<file path="src/sv/spq_pkg.sv">
// shared types and codes for the stable priority queue
// no dependencies; used by spq_cell and stable_priority_queue
`default_nettype none

package spq_pkg;

   // field widths fixed by the request and response formats
   localparam int ID_W    = 16;
   localparam int PAGES_W = 16;
   localparam int PRIO_W  = 8;
   localparam int STAT_W  = 2;
   localparam int OCC_W   = 5;

   // request opcodes
   localparam logic OP_ENQ = 1'b0;
   localparam logic OP_DEQ = 1'b1;

   // response status codes
   localparam logic [STAT_W-1:0] ST_ENQUEUED = 2'd0;
   localparam logic [STAT_W-1:0] ST_FULL     = 2'd1;
   localparam logic [STAT_W-1:0] ST_DEQUEUED = 2'd2;
   localparam logic [STAT_W-1:0] ST_EMPTY    = 2'd3;

   // one stored job
   typedef struct packed {
      logic [PRIO_W-1:0]  prio;
      logic [PAGES_W-1:0] pages;
      logic [ID_W-1:0]    id;
   } job_type;

   // command broadcast to every cell of the chain
   typedef struct packed {
      logic    enq_en;
      logic    deq_en;
      job_type new_job;
   } cell_cmd_type;

   // what a cell hands on: stays flag and job to its right-hand neighbor, job to its left-hand one
   typedef struct packed {
      logic    stays;
      job_type job;
   } cell_link_type;

endpackage

`default_nettype wire

</file>
<file path="src/sv/spq_cell.sv">
// one slot of the sorted job chain: holds a job, compares and shifts
// depends on spq_pkg
`default_nettype none

module spq_cell #(
   parameter int INDEX = 0,
   parameter int CNT_W = 5
) (
   input  wire                      clock,
   input  wire spq_pkg::cell_cmd_type  cmd,
   input  wire [CNT_W-1:0]          count,
   input  wire spq_pkg::cell_link_type left_link,
   input  wire spq_pkg::job_type    right_job,
   output spq_pkg::cell_link_type   link
);

   spq_pkg::job_type job_ff;
   spq_pkg::job_type job_in;
   logic             occupied;
   logic             stays;

   // slot holds a job when its place is below the fill count
   assign occupied = (count > CNT_W'(INDEX));
   // job here is served no later than the new one, so it keeps its place
   assign stays    = occupied && (job_ff.prio <= cmd.new_job.prio);

   assign link.stays = stays;
   assign link.job   = job_ff;

   // next content: keep, take the new job, shift right on insert, shift left on removal
   always_comb begin
      job_in = job_ff;
      if (cmd.enq_en) begin
         if (!stays) begin
            job_in = left_link.stays ? cmd.new_job : left_link.job;
         end
      end else if (cmd.deq_en) begin
         job_in = right_job;
      end
   end

   always_ff @(posedge clock) begin
      job_ff <= job_in;
   end

endmodule

`default_nettype wire

</file>
<file path="src/sv/stable_priority_queue.sv">
// stable priority queue: each request is answered from a registered response
// throughput one request per cycle while the response side does not stall; every cell compares and shifts in parallel
// request accepted while the response register is empty or being taken
// synchronous active-high reset empties the queue and the response register
// stored job contents are not cleared by reset
// depends on spq_pkg and spq_cell
`default_nettype none

module stable_priority_queue #(
   parameter int CAPACITY = 16
) (
   input  wire         clock,
   input  wire         reset,
   input  wire         req_tvalid,
   output logic        req_tready,
   // job_id [15:0], page_count [31:16], priority_req [39:32]
   input  wire  [39:0] req_tdata,
   // opcode [0]
   input  wire  [0:0]  req_tuser,
   output logic        rsp_tvalid,
   input  wire         rsp_tready,
   // out_job_id [15:0], out_page_count [31:16], out_priority [39:32],
   // occupancy [44:40], zero [47:45]
   output logic [47:0] rsp_tdata,
   // status [1:0]
   output logic [1:0]  rsp_tuser
);

   localparam int CNT_W = $clog2(CAPACITY + 1);

   logic                    req_fire;
   logic                    is_enq;
   logic                    is_deq;
   logic                    full;
   logic                    empty;
   spq_pkg::cell_cmd_type   cmd;
   spq_pkg::cell_link_type  cell_link [CAPACITY];

   logic [CNT_W-1:0]                count_ff;
   logic [CNT_W-1:0]                count_in;
   logic                            rsp_valid_ff;
   logic                            rsp_valid_in;
   logic [spq_pkg::STAT_W-1:0]      rsp_status_ff;
   logic [spq_pkg::STAT_W-1:0]      rsp_status_in;
   spq_pkg::job_type                rsp_job_ff;
   spq_pkg::job_type                rsp_job_in;
   logic [spq_pkg::OCC_W-1:0]       rsp_occ_ff;
   logic [spq_pkg::OCC_W-1:0]       rsp_occ_in;

   // request handshake
   assign req_tready = !rsp_valid_ff || rsp_tready;
   assign req_fire   = req_tvalid && req_tready;
   assign is_enq     = req_fire && (req_tuser[0] == spq_pkg::OP_ENQ);
   assign is_deq     = req_fire && (req_tuser[0] == spq_pkg::OP_DEQ);
   assign full       = (count_ff == CNT_W'(CAPACITY));
   assign empty      = (count_ff == '0);

   // command to the cell chain
   assign cmd.enq_en        = is_enq && !full;
   assign cmd.deq_en        = is_deq && !empty;
   assign cmd.new_job.id    = req_tdata[15:0];
   assign cmd.new_job.pages = req_tdata[31:16];
   assign cmd.new_job.prio  = req_tdata[39:32];

   // chain of cells, head at cell zero
   for (genvar i = 0; i < CAPACITY; i++) begin : g_cell
      spq_pkg::cell_link_type left_link;
      spq_pkg::job_type       right_job;

      if (i == 0) begin : g_head
         assign left_link.stays = 1'b1;
         assign left_link.job   = cmd.new_job;
      end else begin : g_mid
         assign left_link = cell_link[i-1];
      end

      if (i == CAPACITY - 1) begin : g_tail
         assign right_job = cell_link[i].job;
      end else begin : g_inner
         assign right_job = cell_link[i+1].job;
      end

      spq_cell #(
         .INDEX (i),
         .CNT_W (CNT_W)
      ) u_cell (
         .clock     (clock),
         .cmd       (cmd),
         .count     (count_ff),
         .left_link (left_link),
         .right_job (right_job),
         .link      (cell_link[i])
      );
   end

   // fill count and response contents
   always_comb begin
      count_in      = count_ff;
      rsp_valid_in  = rsp_valid_ff && !rsp_tready;
      rsp_status_in = rsp_status_ff;
      rsp_job_in    = rsp_job_ff;
      if (req_fire) begin
         rsp_valid_in = 1'b1;
         rsp_job_in   = '0;
         if (is_enq) begin
            if (full) begin
               rsp_status_in = spq_pkg::ST_FULL;
            end else begin
               rsp_status_in = spq_pkg::ST_ENQUEUED;
               count_in      = count_ff + CNT_W'(1);
            end
         end else begin
            if (empty) begin
               rsp_status_in = spq_pkg::ST_EMPTY;
            end else begin
               rsp_status_in = spq_pkg::ST_DEQUEUED;
               rsp_job_in    = cell_link[0].job;
               count_in      = count_ff - CNT_W'(1);
            end
         end
      end
   end

   assign rsp_occ_in = req_fire ? spq_pkg::OCC_W'(count_in) : rsp_occ_ff;

   // control registers
   always_ff @(posedge clock) begin
      if (reset) begin
         count_ff     <= '0;
         rsp_valid_ff <= 1'b0;
      end else begin
         count_ff     <= count_in;
         rsp_valid_ff <= rsp_valid_in;
      end
   end

   // response payload registers
   always_ff @(posedge clock) begin
      rsp_status_ff <= rsp_status_in;
      rsp_job_ff    <= rsp_job_in;
      rsp_occ_ff    <= rsp_occ_in;
   end

   assign rsp_tvalid = rsp_valid_ff;
   assign rsp_tuser  = rsp_status_ff;
   assign rsp_tdata  = {3'b000, rsp_occ_ff, rsp_job_ff.prio, rsp_job_ff.pages, rsp_job_ff.id};

   // fill count never passes the capacity
   a_count_bound : assert property (@(posedge clock) disable iff (reset)
      count_ff <= CNT_W'(CAPACITY))
      else $error("job count above capacity");

   // an enqueue into a full queue is answered with the full status
   a_full_reject : assert property (@(posedge clock) disable iff (reset)
      (is_enq && full) |=> (rsp_tvalid && rsp_tuser == spq_pkg::ST_FULL))
      else $error("enqueue into full queue not rejected");

   // job fields are zero unless a job was dequeued
   a_zero_fields : assert property (@(posedge clock) disable iff (reset)
      (rsp_tvalid && rsp_tuser != spq_pkg::ST_DEQUEUED) |-> (rsp_tdata[39:0] == 40'd0))
      else $error("job fields not zero on non-dequeue response");

endmodule

`default_nettype wire
</file>
<file path="config.mk">
export PLATFORM = sky130hd
export DESIGN_NAME = stable_priority_queue
export DESIGN_NICKNAME = d
export VERILOG_FILES = /design/src/sv/spq_pkg.sv /design/src/sv/spq_cell.sv /design/src/sv/stable_priority_queue.sv
export SDC_FILE = /design/constraint.sdc
export NUM_CORES = 2
export LEC_CHECK = 0
export BUFFER_PORTS_ARGS = -buffer_cell sky130_fd_sc_hd__buf_2
export CAP_MARGIN = 20
export CELL_PAD_IN_SITES_DETAIL_PLACEMENT = 1
export CELL_PAD_IN_SITES_GLOBAL_PLACEMENT = 1
export CORE_UTILIZATION = 56
export CTS_BUF_LIST = sky130_fd_sc_hd__clkbuf_2
export DETAILED_ROUTE_END_ITERATION = 8
export HOLD_SLACK_MARGIN = 0.1
export PLACE_DENSITY = 0.94
export SYNTH_ARGS = -nofsm -noshare
export SYNTH_HDL_FRONTEND = slang
export SYNTH_SLANG_ARGS = --single-unit
</file>
<file path="constraint.sdc">
create_clock -name clock -period 9.3 [get_ports clock]
set_input_delay 0.93 -clock clock [delete_from_list [all_inputs] [get_ports clock]]
set_output_delay 0.93 -clock clock [all_outputs]
set_load 0.05 [all_outputs]
</file>
### Word level (Yosys, flattened, before mapping)

Index checks and enable logic that the tools add are counted.

| storage, ports and cells | value |
|---|---|
| register bits after elaboration | 693 |
| input bits | 45 |
| output and inout bits | 52 |
| logic and storage cells | 221 |

| cells by class | value |
|---|---|
| add/sub/neg operators | 2 |
| magnitude comparators | 32 |
| equal/unequal tests | 16 |
| muxes and demuxes | 68 |
| bitwise operators | 2 |
| reduce and logical (&&, ||, !) cells | 46 |

Operators with widths:

| operator | number |
|---|---|
| $mux 40 | 60 |
| $le 8x8->1 | 16 |
| $gt 5x4->1 const B | 8 |
| $reduce_and 2->1 | 16 |
| $ne 2x2->1 const B | 15 |
| $logic_and 1x1->1 | 22 |
| $gt 5x3->1 const B | 4 |
| $mux 5 | 4 |
| $gt 5x1->1 const B | 2 |
| $gt 5x2->1 const B | 2 |
| $add 5x1->5 const B | 1 |
| $eq 5x5->1 const B | 1 |
| $logic_not 5->1 | 1 |
| $sub 5x1->5 const B | 1 |
| $logic_not 1->1 | 4 |
| $mux 1 | 3 |
| $mux 2 | 1 |
| $not 1->1 | 2 |
| $reduce_bool 2->1 | 1 |
| $reduce_or 2->1 | 1 |
| $logic_or 1x1->1 | 1 |

### Depth between registers and ports, before layout

| logic depth | value |
|---|---|
| depth in word-level cells | 7 |
| gate-level depth with buffers | 11 |
| depth with buffers taken out | 7 |

### Modules after synthesis

From an unflattened synthesis, not the netlist that was laid out.

| second synthesis, totals | value |
|---|---|
| cell total of the unflattened synthesis | 3,504 |
| area total of the unflattened synthesis | 38,884.8 µm² |

By module, submodules not included:

| module | times used | cells each | area an instance (µm²) | sequential area each (µm²) |
|---|---|---|---|---|
| stable_priority_queue | 1 | 166 | 2,404.8 | 1,531.5 |
| spq_cell (g_cell[4].u_cell) | 1 | 211 | 2,333.5 | 1,201.2 |
| spq_cell (g_cell[15].u_cell) | 1 | 208 | 2,321.0 | 1,201.2 |
| spq_cell (g_cell[11].u_cell) | 1 | 210 | 2,306.0 | 1,201.2 |
| spq_cell (g_cell[5].u_cell) | 1 | 210 | 2,304.7 | 1,201.2 |
| spq_cell (g_cell[7].u_cell) | 1 | 207 | 2,292.2 | 1,201.2 |
| spq_cell (g_cell[3].u_cell) | 1 | 210 | 2,288.4 | 1,201.2 |
| spq_cell (g_cell[1].u_cell) | 1 | 210 | 2,272.2 | 1,201.2 |
| spq_cell (g_cell[0].u_cell) | 1 | 208 | 2,269.7 | 1,201.2 |
| spq_cell (g_cell[9].u_cell) | 1 | 210 | 2,268.4 | 1,201.2 |
| spq_cell (g_cell[12].u_cell) | 1 | 209 | 2,267.2 | 1,201.2 |
| spq_cell (g_cell[10].u_cell) | 1 | 208 | 2,264.7 | 1,201.2 |
| spq_cell (g_cell[8].u_cell) | 1 | 209 | 2,263.4 | 1,201.2 |
| spq_cell (g_cell[14].u_cell) | 1 | 207 | 2,262.2 | 1,201.2 |
| +3 rows | n/a | n/a | n/a | n/a |

### Worst setup path before layout

No wires, ideal clock.

| timing | value |
|---|---|
| kind | input to register |
| start | in req_tdata[39] |
| end | reg g_cell[8].u_cell.job_ff (netlist bit g_cell[8].u_cell.link[0]) (enable) |
| setup time | 0.493 ns |
| arrival time | 5.642 ns |
| required time | 8.807 ns |
| slack | 3.165 ns |
| stages | 9 |
| buffers on the path | 2 |
| path through | inv_1 -> ha_1 -> nand4_1 -> nor2_1 -> a21oi_1 -> clkbuf_1 -> clkbuf_1 -> nor3_1 -> o21ai_0 |

| on the way | value |
|---|---|
| word-level cells in the longest chain between the ends | 4 |

Ends and longest elaborated chain:

| what | line | RTL |
|---|---|---|
| from (decl) | stable_priority_queue.sv:17 | `input wire [39:0] req_tdata,` |
| $le 8x8->1 | spq_cell.sv:25 | `assign stays = occupied && (job_ff.prio <= cmd.new_job.prio);` |
| $logic_and 1x1->1 | spq_cell.sv:25 |  |
| $ne 2x2->1 (no source line) | n/a |  |
| $reduce_and 2->1 (no source line) | n/a |  |
| to (signal assigned) | spq_cell.sv:43 | `job_ff <= job_in;` |
| to (decl) | spq_cell.sv:17 | `spq_pkg::job_type job_ff;` |

Every way passes these cells.
A chain may end at the register's enable or synchronous reset.

==> impl_metrics.toml <==
[status]
status = "complete, no violations"

[cells_and_area]
final_common_cell = "edfxtp_1"
instances_no_fill = 5215
drive_gt1_share_pct = 14.1
final_cell_mix = "edfxtp_1, nor2_1, o31ai_1"
area_delta_synth_final_pct = 7.29
fin_nets = 4314

[clocking]
path_clk_slew_ps = 120
clk_latency_ps = 1510
cts_root_buf = "clkbuf_2"
cts_inserted_buffers = 182
h-tree-depth = 4
cts_resized = 0
cts_tree = "done"
cts_max_path_buffers = 3
cts_sinks = 693

[setup_path]
crit_chain = "inv_1, ha_1, nand4bb_1, and4_4, buf_4, buf_4, nor2_1, a31oi_1"
crit_type = "reg -> reg"
startpoint_type = "flop"
slowest_stage = "buf_4"
rr_startpoint = "count_ff[1]"
reg2reg_depth = 8
cp_data_required_time_ps = 10450
critical_path.most_common_cell = "buf_4"
cp-startpoint = "count_ff[1]"
cpPeakStageDelay_ps = 930
r2r_slack_ps = 4390
crit_path_max_fanout = 108
crit_end = "g_cell[8].u_cell.link[3]"
crit_path_end_kind = "flop"
arrival_ps = 6060
r2r_end = "g_cell[8].u_cell.link[3]"

[floorplan]
die-area_um2 = 75800
fp.dieH_um = 275
die_width_um = 275
rows = 99
design.core.area_um2 = 73500
start_util_pct = 57.0
io_pins = 97

[yosys]
synth-seq-cells = 693
synth_cells = 4254
yosysSeqAreaShare_pct = 49.6
ys_types = 59
synth_area_um2 = 41800
avgSynthCellArea_um2 = 9.84
ys_warn_count = 0
synth_ff_type = "edfxtp_1"
synth_edf_count = 687
async_flop_share_pct = 0

[placement]
port_buffers = 93
place_hpwl_mm = 94.4
gp_congestion = 0.899
dp_cells = 4860

[sta]
fmax_mhz = 204
skew_ps = 155
relSlewSlack_pct = 23.4
rsz0062_at_grt = "no"
hold_violations = 0
fin_crit_sh_pct = 52.8
finalCriticalPeriod_ps = 4910
finalSetupViolCount = 0
slew_viol_final = 0
tightestPinTransition_ps = 1150
finalSetupTns_ps = 0

[global_route]
grt_start_max_net_pins = 233
grt_use_total_pct = 37.2
antenna_found_initial = 1
grt_pass1_vias = 39800
grt_first_pass_wirelength_mm = 225
grt_overflow_total = 0

[power_and_ir_drop]
switching_share_pct = 39.6
pwr-share-clk_pct = 24.5
p_comb_share_pct = 29.4
intPower_w = 0.00570
seqPwrFrac_pct = 46.1
ir_worst_vdd_mv = 0.156
cellPowerDensity_nw_per_um2 = 210
power.switching_w = 0.00375
p_leak_nw = 14.6

[detailed_routing]
drt-vias-per-instance = 7.56
ant_nets = 0
topRoutingLayerUsed = "met4"
drt_iter0_markers = 4757
post_drt_wl_per_cell_um = 28.1
vias = 39400
drc = 0
drt_pass1_iterations = 6
wl_mm = 146
met2_length_mm = 70.6
wl_met1_mm = 56.0
met3RoutedLength_mm = 14.1

[flow_run]
maxCapViolCount = 0

[worst_hold_path]
hold_class = "in -> reg"
==> sequential cells by signal (all words and copies together) (netlist names) <==
register            cells
g_cell.u_cell.link    640
rsp_occ_ff              5
rsp_tdata              40
rsp_tvalid              1
count_ff                5
rsp_tuser               2
==> critical path, delay by kind of cell (launching register included) <==
kind / cells / cell delay [ps]
simple gates: 3 / 1120
compound gates: 1 / 370
fa+ha+maj: 1 / 320
buf+inv: 3 / 2040
flops: 1 / 620
==> power groups by stage <==
stage / registers (W) / logic (W) / clock network (W)
3_3_place_gp: 0.00437 / 0.00237 / 0
2_1_floorplan: 0.00439 / 0.00178 / 0
4_1_cts: 0.00433 / 0.00265 / 0.00226
3_5_place_dp: 0.00439 / 0.00261 / 0
5_1_grt: 0.00439 / 0.00296 / 0.00244
6_report: 0.00436 / 0.00278 / 0.00231
==> how the worst min path moves through the flow <==
stage,from,to,slack [ps],cells past startpoint
finish,reset,count_ff[0],240,3
global route,reset,count_ff[1],240,3
CTS,reset,count_ff[0],130,3
detailed placement,g_cell[0].u_cell.link[16],rsp_tdata[16],550,1
global placement,g_cell[1].u_cell.link[20],g_cell[0].u_cell.link[20],560,2
floorplan,g_cell[1].u_cell.link[0],g_cell[0].u_cell.link[0],520,2
==> area by class of cell <==
class | instances | area [um2]
fillers | 7959 | 28600
flip-flops and latches | 693 | 20700
multi-input cells | 2972 | 19200
repair buffers | 254 | 2050
clock buffers | 274 | 1370
well taps | 959 | 1200
clock inverters | 30 | 235
inverters | 32 | 120
diodes | 1 | 2.50
==> synthesized netlist by cell type, types with 21 or more instances <==
library cell / instances / area, um2
nor2b_1: 34 / 213
clkbuf_1: 371 / 1390
nand4_1: 432 / 2700
a21oi_1: 51 / 255
nor2_1: 585 / 2200
and2_1: 41 / 257
nand4b_1: 33 / 289
o2111ai_1: 33 / 289
or4_1: 28 / 210
or4b_1: 50 / 500
o31ai_1: 561 / 4210
buf_2: 154 / 771
buf_1: 21 / 78.8
edfxtp_1: 687 / 20600
inv_1: 31 / 116
o21ai_0: 40 / 200
ha_1: 134 / 1680
nand2_1: 207 / 777
o22ai_1: 33 / 206
a31oi_1: 562 / 3520
==> through the flow <==
step / hold slack (ps) / setup slack, ps / utilization [%] / power [W] / cell area [um2]
final: 243 / 4390 / 61.1 / 0.00945 / 44900
after detailed placement: 551 / 4570 / 58.2 / 0.00700 / 42700
after CTS: 134 / 4680 / 61.0 / 0.00924 / 44800
after floorplan: 517 / 3160 / - / 0.00617 / 41900
after global routing: 240 / 4210 / 61.1 / 0.00978 / 44900
after global placement: 556 / 4590 / 57.8 / 0.00674 / 42500
==> cell families after synthesis <==
family / after synthesis / share of synthesized area [%]
AO/OA/AOI/OAI: 1368 / 22.4
XOR/XNOR: 2 / 0.0419
adder cells (fa/ha/maj): 134 / 4.01
buffers and inverters: 591 / 5.89
flip-flops: 693 / 49.6
multiplexers: 1 / 0.0239
other: 1 / 0.00896
AND/OR/NAND/NOR: 1464 / 18.1
==> per-layer routing <==
metal  GRT usage (%)  vias up
met4            16.8        0
li1                -    16800
met1            47.9    19400
met5               0        -
met3            6.63      549
met2            61.5     2700
==> what timing repair did <==
action | CTS | global route
hold endpoints to repair | 345 | 0
buffers inserted | 0 | 0
hold buffers | 45 | 0
(Power assumes the default switching activity.)
